**src/hw/rtl/assert_macros.svh**
```systemverilog
// assertion macros used by the rtl parser module
`ifndef ASSERT_MACROS_SVH
`define ASSERT_MACROS_SVH

// condition holds at every clock edge out of reset
`define ASSERT_ALWAYS(label, cond, msg) \
    label: assert property (@(posedge i_clk) disable iff (!i_rst_n) (cond)) \
        else $error(msg);

// consequence holds in the same cycle as the trigger
`define ASSERT_IMPLY(label, ante, cons, msg) \
    label: assert property (@(posedge i_clk) disable iff (!i_rst_n) (ante) |-> (cons)) \
        else $error(msg);

// consequence holds in the cycle after the trigger
`define ASSERT_NEXT(label, ante, cons, msg) \
    label: assert property (@(posedge i_clk) disable iff (!i_rst_n) (ante) |=> (cons)) \
        else $error(msg);

`endif

```
**src/hw/rtl/whp_pkg.sv**
```systemverilog
// types and constants of the wav header parser
package whp_pkg;

    // little-endian chunk tags
    localparam logic [31:0] TAG_RIFF = 32'h4646_4952;
    localparam logic [31:0] TAG_WAVE = 32'h4556_4157;
    localparam logic [31:0] TAG_JUNK = 32'h4B4E_554A;
    localparam logic [31:0] TAG_FMT  = 32'h2074_6D66;
    localparam logic [31:0] TAG_DATA = 32'h6174_6164;

    localparam logic [31:0] FMT_CHUNK_SIZE = 32'd16;
    localparam logic [31:0] FMT_PCM        = 32'd1;

    // result status codes
    typedef enum logic [3:0] {
        ST_OK        = 4'd0,
        ST_PREMATURE = 4'd1,
        ST_NO_RIFF   = 4'd2,
        ST_NO_WAVE   = 4'd3,
        ST_NO_FMT    = 4'd4,
        ST_FMT_SIZE  = 4'd5,
        ST_NOT_PCM   = 4'd6,
        ST_NO_DATA   = 4'd7,
        ST_EXTRA     = 4'd8
    } t_status;

    // parse phases, one-hot
    typedef enum logic [17:0] {
        PH_RIFF   = 18'h00001,
        PH_RSIZE  = 18'h00002,
        PH_WAVE   = 18'h00004,
        PH_OPT    = 18'h00008,
        PH_JSIZE  = 18'h00010,
        PH_JSKIP  = 18'h00020,
        PH_FMT    = 18'h00040,
        PH_FSIZE  = 18'h00080,
        PH_FORMAT = 18'h00100,
        PH_CHAN   = 18'h00200,
        PH_RATE   = 18'h00400,
        PH_BRATE  = 18'h00800,
        PH_ALIGN  = 18'h01000,
        PH_BITS   = 18'h02000,
        PH_DTAG   = 18'h04000,
        PH_DSIZE  = 18'h08000,
        PH_DATA   = 18'h10000,
        PH_DROP   = 18'h20000
    } t_phase;

    // one file byte
    typedef struct packed {
        logic [7:0] byte_value;
        logic       last_byte;
    } t_in_word;

    // one parse result
    typedef struct packed {
        t_status     status;
        logic [15:0] channel_count;
        logic [31:0] samp_rate;
        logic [31:0] byte_rate;
        logic [15:0] sample_bits;
        logic [31:0] payload_size;
        logic [32:0] payload_offset;
    } t_result;

endpackage

```
**src/hw/rtl/whp_in_reg.sv**
```systemverilog
// input register that holds one file byte until the parser takes it
module whp_in_reg (
    input  logic            i_clk,
    input  logic            i_rst_n,
    input  logic            i_in_valid,
    output logic            o_in_stall,
    input  whp_pkg::t_in_word i_word,
    input  logic            i_advance,
    output logic            o_valid,
    output whp_pkg::t_in_word o_word
);

    logic              r_valid;
    logic              n_valid;
    whp_pkg::t_in_word r_word;
    logic              accept;

    // hold off the sender while a word waits and the parser cannot move
    assign o_in_stall = r_valid && !i_advance;
    assign accept     = i_in_valid && !o_in_stall;

    always_comb begin
        if (accept) begin
            n_valid = 1'b1;
        end else if (i_advance) begin
            n_valid = 1'b0;
        end else begin
            n_valid = r_valid;
        end
    end

    always_ff @(posedge i_clk) begin
        if (!i_rst_n) begin
            r_valid <= 1'b0;
        end else begin
            r_valid <= n_valid;
        end
    end

    // payload loads only on accept
    always_ff @(posedge i_clk) begin
        if (accept) begin
            r_word <= i_word;
        end
    end

    assign o_valid = r_valid;
    assign o_word  = r_word;

endmodule

```
**src/hw/rtl/whp_parser.sv**
```systemverilog
// header parse state and per-byte next-state logic
`include "assert_macros.svh"

module whp_parser (
    input  logic             i_clk,
    input  logic             i_rst_n,
    input  logic             i_take,
    input  logic [7:0]       i_byte,
    input  logic             i_last,
    output logic             o_res_valid,
    output whp_pkg::t_result o_res
);

    whp_pkg::t_phase r_phase, n_phase;
    logic [32:0]     r_field_count, n_field_count;
    logic [31:0]     r_tag, n_tag;
    logic [15:0]     r_channels, n_channels;
    logic [31:0]     r_rate, n_rate;
    logic [31:0]     r_byte_rate, n_byte_rate;
    logic [15:0]     r_bits, n_bits;
    logic [31:0]     r_size, n_size;
    logic [32:0]     r_offset, n_offset;
    logic [32:0]     r_data_count, n_data_count;

    logic [31:0]       gathered;
    logic              wide_field;
    logic              field_done;
    logic              err;
    logic [32:0]       pad;
    whp_pkg::t_status  status;

    // byte placed into the field, little-endian
    assign gathered = r_tag | ({24'd0, i_byte} << {r_field_count[1:0], 3'b000});

    // two-byte fields are format, channels, block align and bits
    assign wide_field = !(r_phase == whp_pkg::PH_FORMAT || r_phase == whp_pkg::PH_CHAN ||
                          r_phase == whp_pkg::PH_ALIGN  || r_phase == whp_pkg::PH_BITS);
    assign field_done = wide_field ? (r_field_count[1:0] == 2'd3)
                                   : (r_field_count[1:0] == 2'd1);

    // junk size rounded up to even, kept at 33 bits
    assign pad = {1'b0, gathered} + {32'd0, gathered[0]};

    always_comb begin
        n_phase       = r_phase;
        n_field_count = r_field_count;
        n_tag         = r_tag;
        n_channels    = r_channels;
        n_rate        = r_rate;
        n_byte_rate   = r_byte_rate;
        n_bits        = r_bits;
        n_size        = r_size;
        n_offset      = r_offset;
        n_data_count  = r_data_count;
        err           = 1'b0;
        status        = whp_pkg::ST_OK;
        o_res_valid   = 1'b0;
        o_res         = '0;

        if (i_take) begin
            unique case (r_phase)
                whp_pkg::PH_DROP: begin
                end
                whp_pkg::PH_DATA: begin
                    n_data_count = r_data_count + 33'd1;
                    if (n_data_count > {1'b0, r_size}) begin
                        err    = 1'b1;
                        status = whp_pkg::ST_EXTRA;
                    end
                end
                whp_pkg::PH_JSKIP: begin
                    n_offset = r_offset + 33'd1;
                    if (r_field_count != 33'd0) begin
                        n_field_count = r_field_count - 33'd1;
                    end
                    if (n_field_count == 33'd0) begin
                        n_phase = whp_pkg::PH_FMT;
                        n_tag   = '0;
                    end
                end
                default: begin
                    n_offset = r_offset + 33'd1;
                    if (!field_done) begin
                        n_tag         = gathered;
                        n_field_count = r_field_count + 33'd1;
                    end else begin
                        n_tag         = '0;
                        n_field_count = '0;
                        // judge the complete field
                        unique case (r_phase)
                            whp_pkg::PH_RIFF: begin
                                if (gathered != whp_pkg::TAG_RIFF) begin
                                    err    = 1'b1;
                                    status = whp_pkg::ST_NO_RIFF;
                                end else begin
                                    n_phase = whp_pkg::PH_RSIZE;
                                end
                            end
                            whp_pkg::PH_RSIZE: n_phase = whp_pkg::PH_WAVE;
                            whp_pkg::PH_WAVE: begin
                                if (gathered != whp_pkg::TAG_WAVE) begin
                                    err    = 1'b1;
                                    status = whp_pkg::ST_NO_WAVE;
                                end else begin
                                    n_phase = whp_pkg::PH_OPT;
                                end
                            end
                            whp_pkg::PH_OPT: begin
                                if (gathered == whp_pkg::TAG_JUNK) begin
                                    n_phase = whp_pkg::PH_JSIZE;
                                end else if (gathered == whp_pkg::TAG_FMT) begin
                                    n_phase = whp_pkg::PH_FSIZE;
                                end else begin
                                    err    = 1'b1;
                                    status = whp_pkg::ST_NO_FMT;
                                end
                            end
                            whp_pkg::PH_JSIZE: begin
                                if (pad == 33'd0) begin
                                    n_phase = whp_pkg::PH_FMT;
                                end else begin
                                    n_phase       = whp_pkg::PH_JSKIP;
                                    n_field_count = pad;
                                end
                            end
                            whp_pkg::PH_FMT: begin
                                if (gathered != whp_pkg::TAG_FMT) begin
                                    err    = 1'b1;
                                    status = whp_pkg::ST_NO_FMT;
                                end else begin
                                    n_phase = whp_pkg::PH_FSIZE;
                                end
                            end
                            whp_pkg::PH_FSIZE: begin
                                if (gathered != whp_pkg::FMT_CHUNK_SIZE) begin
                                    err    = 1'b1;
                                    status = whp_pkg::ST_FMT_SIZE;
                                end else begin
                                    n_phase = whp_pkg::PH_FORMAT;
                                end
                            end
                            whp_pkg::PH_FORMAT: begin
                                if (gathered != whp_pkg::FMT_PCM) begin
                                    err    = 1'b1;
                                    status = whp_pkg::ST_NOT_PCM;
                                end else begin
                                    n_phase = whp_pkg::PH_CHAN;
                                end
                            end
                            whp_pkg::PH_CHAN: begin
                                n_channels = gathered[15:0];
                                n_phase    = whp_pkg::PH_RATE;
                            end
                            whp_pkg::PH_RATE: begin
                                n_rate  = gathered;
                                n_phase = whp_pkg::PH_BRATE;
                            end
                            whp_pkg::PH_BRATE: begin
                                n_byte_rate = gathered;
                                n_phase     = whp_pkg::PH_ALIGN;
                            end
                            whp_pkg::PH_ALIGN: n_phase = whp_pkg::PH_BITS;
                            whp_pkg::PH_BITS: begin
                                n_bits  = gathered[15:0];
                                n_phase = whp_pkg::PH_DTAG;
                            end
                            whp_pkg::PH_DTAG: begin
                                if (gathered != whp_pkg::TAG_DATA) begin
                                    err    = 1'b1;
                                    status = whp_pkg::ST_NO_DATA;
                                end else begin
                                    n_phase = whp_pkg::PH_DSIZE;
                                end
                            end
                            whp_pkg::PH_DSIZE: begin
                                n_size       = gathered;
                                n_phase      = whp_pkg::PH_DATA;
                                n_data_count = '0;
                            end
                            default: begin
                            end
                        endcase
                    end
                end
            endcase

            // result on an error or at end of file: ok only when all declared data bytes are in
            if (r_phase != whp_pkg::PH_DROP && (err || i_last)) begin
                if (!err) begin
                    if (n_phase == whp_pkg::PH_DATA && n_data_count == {1'b0, n_size}) begin
                        status = whp_pkg::ST_OK;
                    end else begin
                        status = whp_pkg::ST_PREMATURE;
                    end
                end
                o_res_valid  = 1'b1;
                o_res.status = status;
                if (status == whp_pkg::ST_OK) begin
                    o_res.channel_count  = n_channels;
                    o_res.samp_rate      = n_rate;
                    o_res.byte_rate      = n_byte_rate;
                    o_res.sample_bits    = n_bits;
                    o_res.payload_size   = n_size;
                    o_res.payload_offset = n_offset;
                end
            end

            // last byte restarts the parse, an earlier error drops the rest
            if (i_last) begin
                n_phase       = whp_pkg::PH_RIFF;
                n_field_count = '0;
                n_tag         = '0;
                n_channels    = '0;
                n_rate        = '0;
                n_byte_rate   = '0;
                n_bits        = '0;
                n_size        = '0;
                n_offset      = '0;
                n_data_count  = '0;
            end else if (o_res_valid) begin
                n_phase = whp_pkg::PH_DROP;
            end
        end
    end

    always_ff @(posedge i_clk) begin
        if (!i_rst_n) begin
            r_phase       <= whp_pkg::PH_RIFF;
            r_field_count <= '0;
            r_tag         <= '0;
            r_channels    <= '0;
            r_rate        <= '0;
            r_byte_rate   <= '0;
            r_bits        <= '0;
            r_size        <= '0;
            r_offset      <= '0;
            r_data_count  <= '0;
        end else begin
            r_phase       <= n_phase;
            r_field_count <= n_field_count;
            r_tag         <= n_tag;
            r_channels    <= n_channels;
            r_rate        <= n_rate;
            r_byte_rate   <= n_byte_rate;
            r_bits        <= n_bits;
            r_size        <= n_size;
            r_offset      <= n_offset;
            r_data_count  <= n_data_count;
        end
    end

    // data count never passes the declared size while still in data
    `ASSERT_IMPLY(a_data_in_range, r_phase == whp_pkg::PH_DATA,
        r_data_count <= {1'b0, r_size}, "data count beyond declared size")

    // byte index inside a header field stays below four
    `ASSERT_IMPLY(a_field_index, r_phase != whp_pkg::PH_JSKIP,
        r_field_count[32:2] == 31'd0, "field byte index out of range")

    // a result before the last byte leaves the parser dropping bytes
    `ASSERT_NEXT(a_drop_after_err, i_take && o_res_valid && !i_last,
        r_phase == whp_pkg::PH_DROP, "parser not dropping after error")

    // the last byte always restarts from the riff tag
    `ASSERT_NEXT(a_restart, i_take && i_last,
        r_phase == whp_pkg::PH_RIFF && r_offset == 33'd0, "parser not restarted")

endmodule

```
**src/hw/rtl/wav_header_parser_unit.sv**
```systemverilog
// wav header parser: checks a riff/wave pcm header and reports its fields
//
// Input channel: one file byte per word (i_byte_value) with i_last_byte set
// on the final byte of the file, moved by i_in_valid / o_in_stall.
// Output channel: at most one result word per file (o_status and the fmt and
// data fields), moved by o_out_valid / i_out_stall. A result is given when the
// first header or data error is found, or on the last byte; after an error
// the remaining bytes up to the last one are taken and dropped. Fields other
// than status read zero unless status is ok.
// Throughput: one byte per cycle while a valid result is not held by
// i_out_stall; each byte costs a single phase and counter update between the
// input register and the result register.
// Stall: a valid result holds in the result register while i_out_stall is
// high; one more byte waits in the input register, after which o_in_stall is
// raised.
// Reset (synchronous, active low): both channels empty, parse restarts at the
// riff tag. The last byte of a file also restarts the parse.
module wav_header_parser_unit (
    input  logic        i_clk,
    input  logic        i_rst_n,
    input  logic        i_in_valid,
    output logic        o_in_stall,
    input  logic [7:0]  i_byte_value,
    input  logic        i_last_byte,
    output logic        o_out_valid,
    input  logic        i_out_stall,
    output logic [3:0]  o_status,
    output logic [15:0] o_channel_count,
    output logic [31:0] o_samp_rate,
    output logic [31:0] o_byte_rate,
    output logic [15:0] o_sample_bits,
    output logic [31:0] o_payload_size,
    output logic [32:0] o_payload_offset
);

    whp_pkg::t_in_word in_word;
    whp_pkg::t_in_word held_word;
    whp_pkg::t_result  res;
    whp_pkg::t_result  r_out;
    logic              held_valid;
    logic              advance;
    logic              take;
    logic              res_valid;
    logic              r_out_valid;

    // the parser moves whenever the result register is free or being emptied
    assign advance = !r_out_valid || !i_out_stall;
    assign take    = held_valid && advance;

    assign in_word.byte_value = i_byte_value;
    assign in_word.last_byte  = i_last_byte;

    whp_in_reg u_in_reg (
        .i_clk      (i_clk),
        .i_rst_n    (i_rst_n),
        .i_in_valid (i_in_valid),
        .o_in_stall (o_in_stall),
        .i_word     (in_word),
        .i_advance  (advance),
        .o_valid    (held_valid),
        .o_word     (held_word)
    );

    whp_parser u_parser (
        .i_clk       (i_clk),
        .i_rst_n     (i_rst_n),
        .i_take      (take),
        .i_byte      (held_word.byte_value),
        .i_last      (held_word.last_byte),
        .o_res_valid (res_valid),
        .o_res       (res)
    );

    // result register valid
    always_ff @(posedge i_clk) begin
        if (!i_rst_n) begin
            r_out_valid <= 1'b0;
        end else if (advance) begin
            r_out_valid <= res_valid;
        end
    end

    // result payload
    always_ff @(posedge i_clk) begin
        if (advance && res_valid) begin
            r_out <= res;
        end
    end

    assign o_out_valid      = r_out_valid;
    assign o_status         = r_out.status;
    assign o_channel_count  = r_out.channel_count;
    assign o_samp_rate      = r_out.samp_rate;
    assign o_byte_rate      = r_out.byte_rate;
    assign o_sample_bits    = r_out.sample_bits;
    assign o_payload_size   = r_out.payload_size;
    assign o_payload_offset = r_out.payload_offset;

endmodule

```
**config.mk**
```make
export PLATFORM = sky130hd
export DESIGN_NAME = wav_header_parser_unit
export DESIGN_NICKNAME = d
export VERILOG_FILES = /design/src/hw/rtl/whp_pkg.sv /design/src/hw/rtl/whp_in_reg.sv /design/src/hw/rtl/whp_parser.sv /design/src/hw/rtl/wav_header_parser_unit.sv
export VERILOG_INCLUDE_DIRS = /design/src /design/src/hw/rtl
export SDC_FILE = /design/constraint.sdc
export NUM_CORES = 1
export LEC_CHECK = 0
export BUFFER_PORTS_ARGS = -buffer_cell sky130_fd_sc_hd__buf_2
export CORE_AREA = 2 2 264 266
export CTS_CLUSTER_SIZE = 16
export DETAILED_ROUTE_END_ITERATION = 6
export DIE_AREA = 0 0 266 268
export PLACE_DENSITY = 0.55
export SETUP_SLACK_MARGIN = 0.05
export SLEW_MARGIN = 20
export SYNTH_ARGS = -nofsm -noshare
export SYNTH_HDL_FRONTEND = slang
export SYNTH_HIERARCHICAL = 1
export SYNTH_SLANG_ARGS = --single-unit
```
**constraint.sdc**
```tcl
create_clock -name i_clk -period 9.79 [get_ports i_clk]
set_input_delay 0.4895 -clock i_clk [delete_from_list [all_inputs] [get_ports i_clk]]
set_output_delay 0.4895 -clock i_clk [all_outputs]
set_load 0.005 [all_outputs]
```
# After elaboration in Yosys (flattened, before gate mapping)
# Index checks and enable logic that the tools add are counted.
op_classes:
  n_addsub: 5
  n_lt_le_gt_ge: 1
  eq_ne: 33
  shifts: 1
  n_mux: 91
  bitwise_logic: 1
  reduce_logical: 27
ops:
  columns: ["cell", "n"]
  rows:
  - ["$mux 32", 16]
  - ["$mux 33", 13]
  - ["$pmux 18 s15", 1]
  - ["$mux 18", 13]
  - ["$pmux 33 s2", 2]
  - ["$mux 16", 8]
  - ["$add 33x1->33 const B", 3]
  - ["$ne 32x31->1 const B", 3]
  - ["$logic_not 33->1", 2]
  - ["$pmux 32 s2", 1]
  - ["$eq 18x17->1 const B", 2]
  - ["$pmux 18 s2", 1]
  - ["$add 32x1->33", 1]
  - ["$eq 33x32->1", 1]
  - ["$gt 33x32->1", 1]
  - ["$reduce_bool 33->1", 1]
  - ["$sub 33x1->33 const B", 1]
  - ["$eq 32x30->1 const B", 1]
  - ["$eq 32x31->1 const B", 1]
  - ["$ne 32x1->1 const B", 1]
  - ["$ne 32x30->1 const B", 1]
  - ["$ne 32x5->1 const B", 1]
  - ["$or 32x32->32", 1]
  - ["$shl 8x5->32", 1]
  - ["other kinds (40)", 82]
word_totals:
  reg_bits: 453
  out_inout_bits: 167
  word_cells: 180

# Depth between registers and ports, before layout
depth:
  depth_word: 17
  ltp_mapped: 22
  depth_no_buf: 18

# By module
# The synthesis kept the hierarchy.
modules_own_cells:
  columns: ["module", "n_inst", "cells_per_inst", "area_per_inst_um2"]
  rows:
  - ["whp_parser", 1, 2979, 21824.7]
  - ["wav_header_parser_unit", 1, 171, 5004.8]
  - ["whp_in_reg", 1, 13, 317.8]

# Worst setup path after synthesis
# OpenSTA, ideal clock, no wires.
synth_timing:
  kind: "reg2reg"
  startpoint: "register u_parser.r_data_count[13]"
  endpoint: "register r_out (netlist bit o_byte_rate[0]), enable pin"
  setup_time_ps: 544
  t_arrival_ps: 6984
  slack_ps: 2261
  stages_incl_launch_ff: 17
  period_less_slack_ps: 7529
  path_cell_list: "dfxtp_1 > clkbuf_1 > nand4_1 > or4_1 > nor2_1 > xor2_1 > ha_1 > nand4_1 > or2_2 > nor2_1 > o31a_1 > a2111oi_0 > o31ai_1 > a31o_2 > nor3_1 > nor2_1 > and2_1"
synth_between:
  elab_chain_len: 11
synth_rtl:
  columns: ["item", "line_no", "source"]
  rows:
  - ["from (decl)", "whp_parser.sv:23", "logic [32:0] r_data_count, n_data_count;"]
  - ["from (signal assigned)", "whp_parser.sv:248", "r_data_count <= n_data_count;"]
  - ["$add 33x1->33", "whp_parser.sv:65", "n_data_count = r_data_count + 33'd1;"]
  - ["$gt 33x32->1", "whp_parser.sv:66", "if (n_data_count > {1'b0, r_size}) begin"]
  - ["$mux 1", "whp_parser.sv:66", null]
  - ["$pmux 1 s2", "whp_parser.sv:61", "unique case (r_phase)"]
  - ["$mux 1", "whp_parser.sv:60", "if (i_take) begin"]
  - ["$logic_or 1x1->1", "whp_parser.sv:188", "if (r_phase != whp_pkg::PH_DROP && (err || i_last)) begin"]
  - ["$logic_and 1x1->1", "whp_parser.sv:188", null]
  - ["$mux 1", "whp_parser.sv:188", null]
  - ["$mux 1 (2 in a row)", "whp_parser.sv:60", null]
  - ["named net res_valid", "wav_header_parser_unit.sv:43", "logic res_valid;"]
  - ["$logic_and 1x1->1", "wav_header_parser_unit.sv:85", "if (advance && res_valid) begin"]
  - ["to (signal assigned)", "wav_header_parser_unit.sv:86", "r_out <= res;"]
  - ["to (decl)", "wav_header_parser_unit.sv:39", "whp_pkg::t_result r_out;"]
# The timed path passes the listed nets, and every way through them passes these cells. The select of a mux whose other input is x is not followed.
# A chain may end at the register's enable or synchronous reset.

# Final worst setup path
layout_timing:
  startpoint: "register u_parser.r_field_count[1]"
  endpoint: "register r_out (netlist bit o_payload_size[7]) (data pin)"
layout_between:
  elab_chain_len: 17
  elab_cells_between_ends: 76
  cone_classes: "2 x add/sub; 12 x eq/ne; 1 x shift; 52 x mux; 1 x bitwise; 8 x reduce/logical"
layout_rtl:
  columns: ["item", "line_no", "source"]
  rows:
  - ["from (decl)", "whp_parser.sv:15", "logic [32:0] r_field_count, n_field_count;"]
  - ["from (signal assigned)", "whp_parser.sv:240", "r_field_count <= n_field_count;"]
  - ["$shl 8x5->32", "whp_parser.sv:33", "assign gathered = r_tag | ({24'd0, i_byte} << {r_field_count[1:0], 3'b000});"]
  - ["$or 32x32->32", "whp_parser.sv:33", null]
  - ["$add 32x1->33 or $eq 32x30->1 (tied branches)", "whp_parser.sv:42, whp_parser.sv:111", null]
  - ["$logic_not 33->1 or $mux 18 (tied branches)", "whp_parser.sv:119, whp_parser.sv:111", null]
  - ["$mux 7 or $mux 18 (tied branches)", "whp_parser.sv:119, whp_parser.sv:109", null]
  - ["$pmux 18 s15", "whp_parser.sv:90", "unique case (r_phase)"]
  - ["$mux 18", "whp_parser.sv:83", "if (!field_done) begin"]
  - ["$pmux 18 s2", "whp_parser.sv:61", null]
  - ["$mux 18", "whp_parser.sv:60", null]
  - ["$eq 18x17->1", "whp_parser.sv:190", "if (n_phase == whp_pkg::PH_DATA && n_data_count == {1'b0, n_size}) begin"]
  - ["$logic_and 1x1->1", "whp_parser.sv:190", null]
  - ["$mux 1", "whp_parser.sv:190", null]
  - ["$mux 4", "whp_parser.sv:189", "if (!err) begin"]
  - ["$mux 4", "whp_parser.sv:188", null]
  - ["$mux 4", "whp_parser.sv:60", null]
  - ["$logic_not 4->1", "whp_parser.sv:198", "if (status == whp_pkg::ST_OK) begin"]
  - ["$reduce_and 3->1 (no line)", null, null]
# Parallel ways exist; a longest one is shown, timed or not. The select of a mux whose other input is x is not followed.

==> impl_metrics.json <==
{
  "status": "finished clean",
  "leakage_uw": 0.0107,
  "p_int_uw": 3340,
  "core_area_um2": 68200,
  "p_per_area_nw_per_um2": 145,
  "synth_fp_nets": 3217,
  "fin_total_pwr_uw": 4430,
  "cts.htree.levels": 2,
  "dp_hpwl_um": 75200,
  "fin_tns_setup_ns": 0,
  "area_growth_pct": 12.8,
  "wirelength_um": 108000,
  "cts_buffer_depth": 3,
  "rows": 96,
  "insertion_delay_ns": 0.66,
  "grt_overflow": 0,
  "rsz0062_at_grt": "false",
  "tightest_slew_ns": 1.19,
  "crit_fanout": 161,
  "layout-drive-gt1-share_pct": 14.0,
  "fin_crit_sh_pct": 60.2,
  "synth-edff-count": 174,
  "vias_per_cell": 6.17,
  "avgSynthCellArea_um2": 8.58,
  "grt_start_max_net_pins": 162,
  "cts_made_buffers": 54,
  "timing.fmax_mhz": 170,
  "nFillCells": 6742,
  "ys_ff_latch": 453,
  "fin_crit_ns": 5.89,
  "synthXorXnorAreaFrac_pct": 5.29,
  "ant_nets": 0,
  "synth_cell_types": 100,
  "yosys.area_share.simple_pct": 26.1,
  "wl_per_cell_um": 26.3,
  "synth_most_common_cell": "nor2_1",
  "dp_slack_ns": 3.88,
  "numClockSinks": 453,
  "ys.flop_type": "dfxtp_1",
  "arrival_ns": 6.20,
  "antennaDiodeCount": 0,
  "skew_ns": 0.0781,
  "final_hold_viol_count": 0,
  "die_h_um": 268,
  "clkPwrFrac_pct": 49.2,
  "start_util_pct": 39.8,
  "finalWeightedCongestion": 0.998,
  "route.detailed.drc": 0,
  "grt_pass1_wl_um": 159000,
  "nNetsFinal": 3244,
  "first_global_vias": 23800,
  "cts_tree": "built",
  "yosysWarnings": 6,
  "pin_count": 180,
  "synth_mux_area_share_pct": 1.44,
  "die_w_um": 266,
  "maxSlewViolCount": 0,
  "sw_frac_of_total_pct": 24.7,
  "yosysSeqAreaShare_pct": 39.8,
  "synth_area_um2": 27100,
  "required_ns": 10.09,
  "relSlewSlack_pct": 20.6,
  "synth_top_family_by_area": "simple AND/OR/NAND/NOR gates",
  "via_count": 25400,
  "synth_common_cells": "364 x nor2_1, 279 x dfxtp_1, 233 x clkbuf_1, 213 x nor2b_1, 206 x nand2_1",
  "synth-async-reset-ratio_pct": 0,
  "dr.pass1.iters": 6,
  "ys_top_cells_by_area": "dfxtp_1 21%, edfxtp_1 19%, nor2_1 5.0%, nor2b_1 4.9%, xnor2_1 3.4%",
  "combPwrFrac_pct": 6.3,
  "multi_input_area_um2": 15000,
  "p_seq_share_pct": 44.5,
  "netlist.top_cell.by_area": "dfxtp_1",
  "maxCapViolations": 0,
  "synthCells": 3163,
  "hold_path.class": "in -> reg",
  "p_sw_uw": 1100,
  "regArea_um2": 10800,
  "die_area_um2": 71300,
  "vdd_drop_max_mv": 0.140,
  "setup_violations": 0,
  "worstSetupEndpointType": "register",
  "port_buffers": 179,
  "critPathKind": "reg -> reg",
  "start_kind": "register",
  "worst_slack_ns": 3.90,
  "clkTransAtPathRegs_ns": 0.06,
  "drt_iter0_drc": 3106,
  "cts_setup_buffers": 0,
  "grt_use_total_pct": 29.6,
  "ctsRootBufferMaster": "clkbuf_16",
  "synth_compound_area_share_pct": 20.3,
  "grt_antenna_before_repair": 0,
  "synth_top_area_share_pct": 20.6,
  "yosys.area_share.adder_pct": 1.89
}
[final cells by class]
type | instances | share of cell area, %
Multi-Input combinational cell | 2369 | 49.1
Clock buffer | 79 | 5.12
Tap cell | 882 | 3.61
Clock inverter | 23 | 1.23
Sequential cell | 453 | 35.3
Inverter | 56 | 0.687
Timing Repair Buffer | 256 | 4.97
[state kept, by name, indices dropped and copies added (netlist names), 32 cells and up]
signal / flops
o_byte_rate: 32
o_payload_offset: 33
o_payload_size: 32
o_samp_rate: 32
u_parser/r_byte_rate: 32
u_parser/r_data_count: 33
u_parser/r_field_count: 33
u_parser/r_offset: 33
u_parser/r_rate: 32
u_parser/r_size: 32
u_parser/r_tag: 32
[critical path: stages, from the launching register on]
cell	delay, ns
dfxtp_1	0.33
buf_4	0.30
inv_2	0.28
ha_1	0.32
or3b_2	0.56
nor4_4	0.27
o211ai_1	0.42
or3_1	0.52
mux2i_1	0.14
nor4_1	0.41
nand4_1	0.48
nand4_1	0.32
a211oi_2	0.13
nand4_4	0.12
buf_12	0.58
a211oi_1	0.12
[cell families (layout without fill, tap and decap cells)]
group | after synthesis | count (layout)
mux | 39 | 39
xor+xnor | 164 | 164
buf+inv | 341 | 414
simple gates | 1337 | 1337
compound gates | 788 | 788
flops | 453 | 453
fa+ha+maj | 41 | 41
[power groups by stage]
stage | combinational, uW | clock, uW | sequential, uW
global route | 292 | 2290 | 1970
CTS | 273 | 2230 | 1970
finish | 279 | 2180 | 1970
floorplan | 163 | 0 | 2010
detailed placement | 269 | 0 | 2010
global placement | 269 | 0 | 2010
[timing repair]
item | 4_1_cts | 5_1_grt
resized for setup | 0 | 0
setup endpoints to repair | 0 | 0
hold buffers | 9 | 0
hold endpoints to repair | 9 | 0
[layout by cell type (no fill, tap or decap), drive strengths merged, types with 14 or more instances in the layout]
cell and instances:
nor3b 14, dfxtp 279, a21boi 37, o21ai 154
or2 14, a21o 21, buf 247, and2 43
nand3 87, clkbuf 79, and3 48, nor4 64
nand2b 15, or3 19, and4 23, nand4 63
ha 41, a31oi 18, clkinv 15, or4 21
nand2 207, a211oi 139, nor3 95, mux2i 39
nor2 365, a22oi 93, nor2b 214, edfxtp 174
xnor2 106, o22ai 15, inv 55, xor2 58
a21oi 164, o21a 22
[through the flow]
step / cells / utilization (%) / hold slack [ns] / area, um2
floorplan: 3163 / - / 0.441 / 27100
global placement: 4006 / 41.8 / 0.460 / 28500
detailed placement: 4006 / 41.9 / 0.463 / 28600
CTS: 4117 / 44.8 / 0.0499 / 30600
global route: 4118 / 44.9 / 0.0998 / 30600
finish: 4118 / 44.9 / 0.0915 / 30600
[metal layers]
layer | GRT usage [%] | up-vias | part of all wire (%) | wire [um]
met2 | 46.7 | 1174 | 44 | 48100
li1 | - | 11500 | - | -
met3 | 4.23 | 286 | 6.9 | 7460
met5 | 0 | - | 0 | 0
met1 | 39.9 | 12400 | 43 | 46900
met4 | 14.4 | 0 | 5.5 | 5990
[final timing paths]
check,cells past startpoint,end,startpoint,slack (ns)
max,15,o_payload_size[7],u_parser/r_field_count[1],3.90
min,2,u_in_reg/o_valid,i_in_valid,0.09
max reg2reg,15,o_payload_size[7],u_parser/r_field_count[1],3.90
min reg2reg,2,u_parser/r_rate[19],u_parser/r_rate[19],0.47
Power figures use the tool's default switching activity.
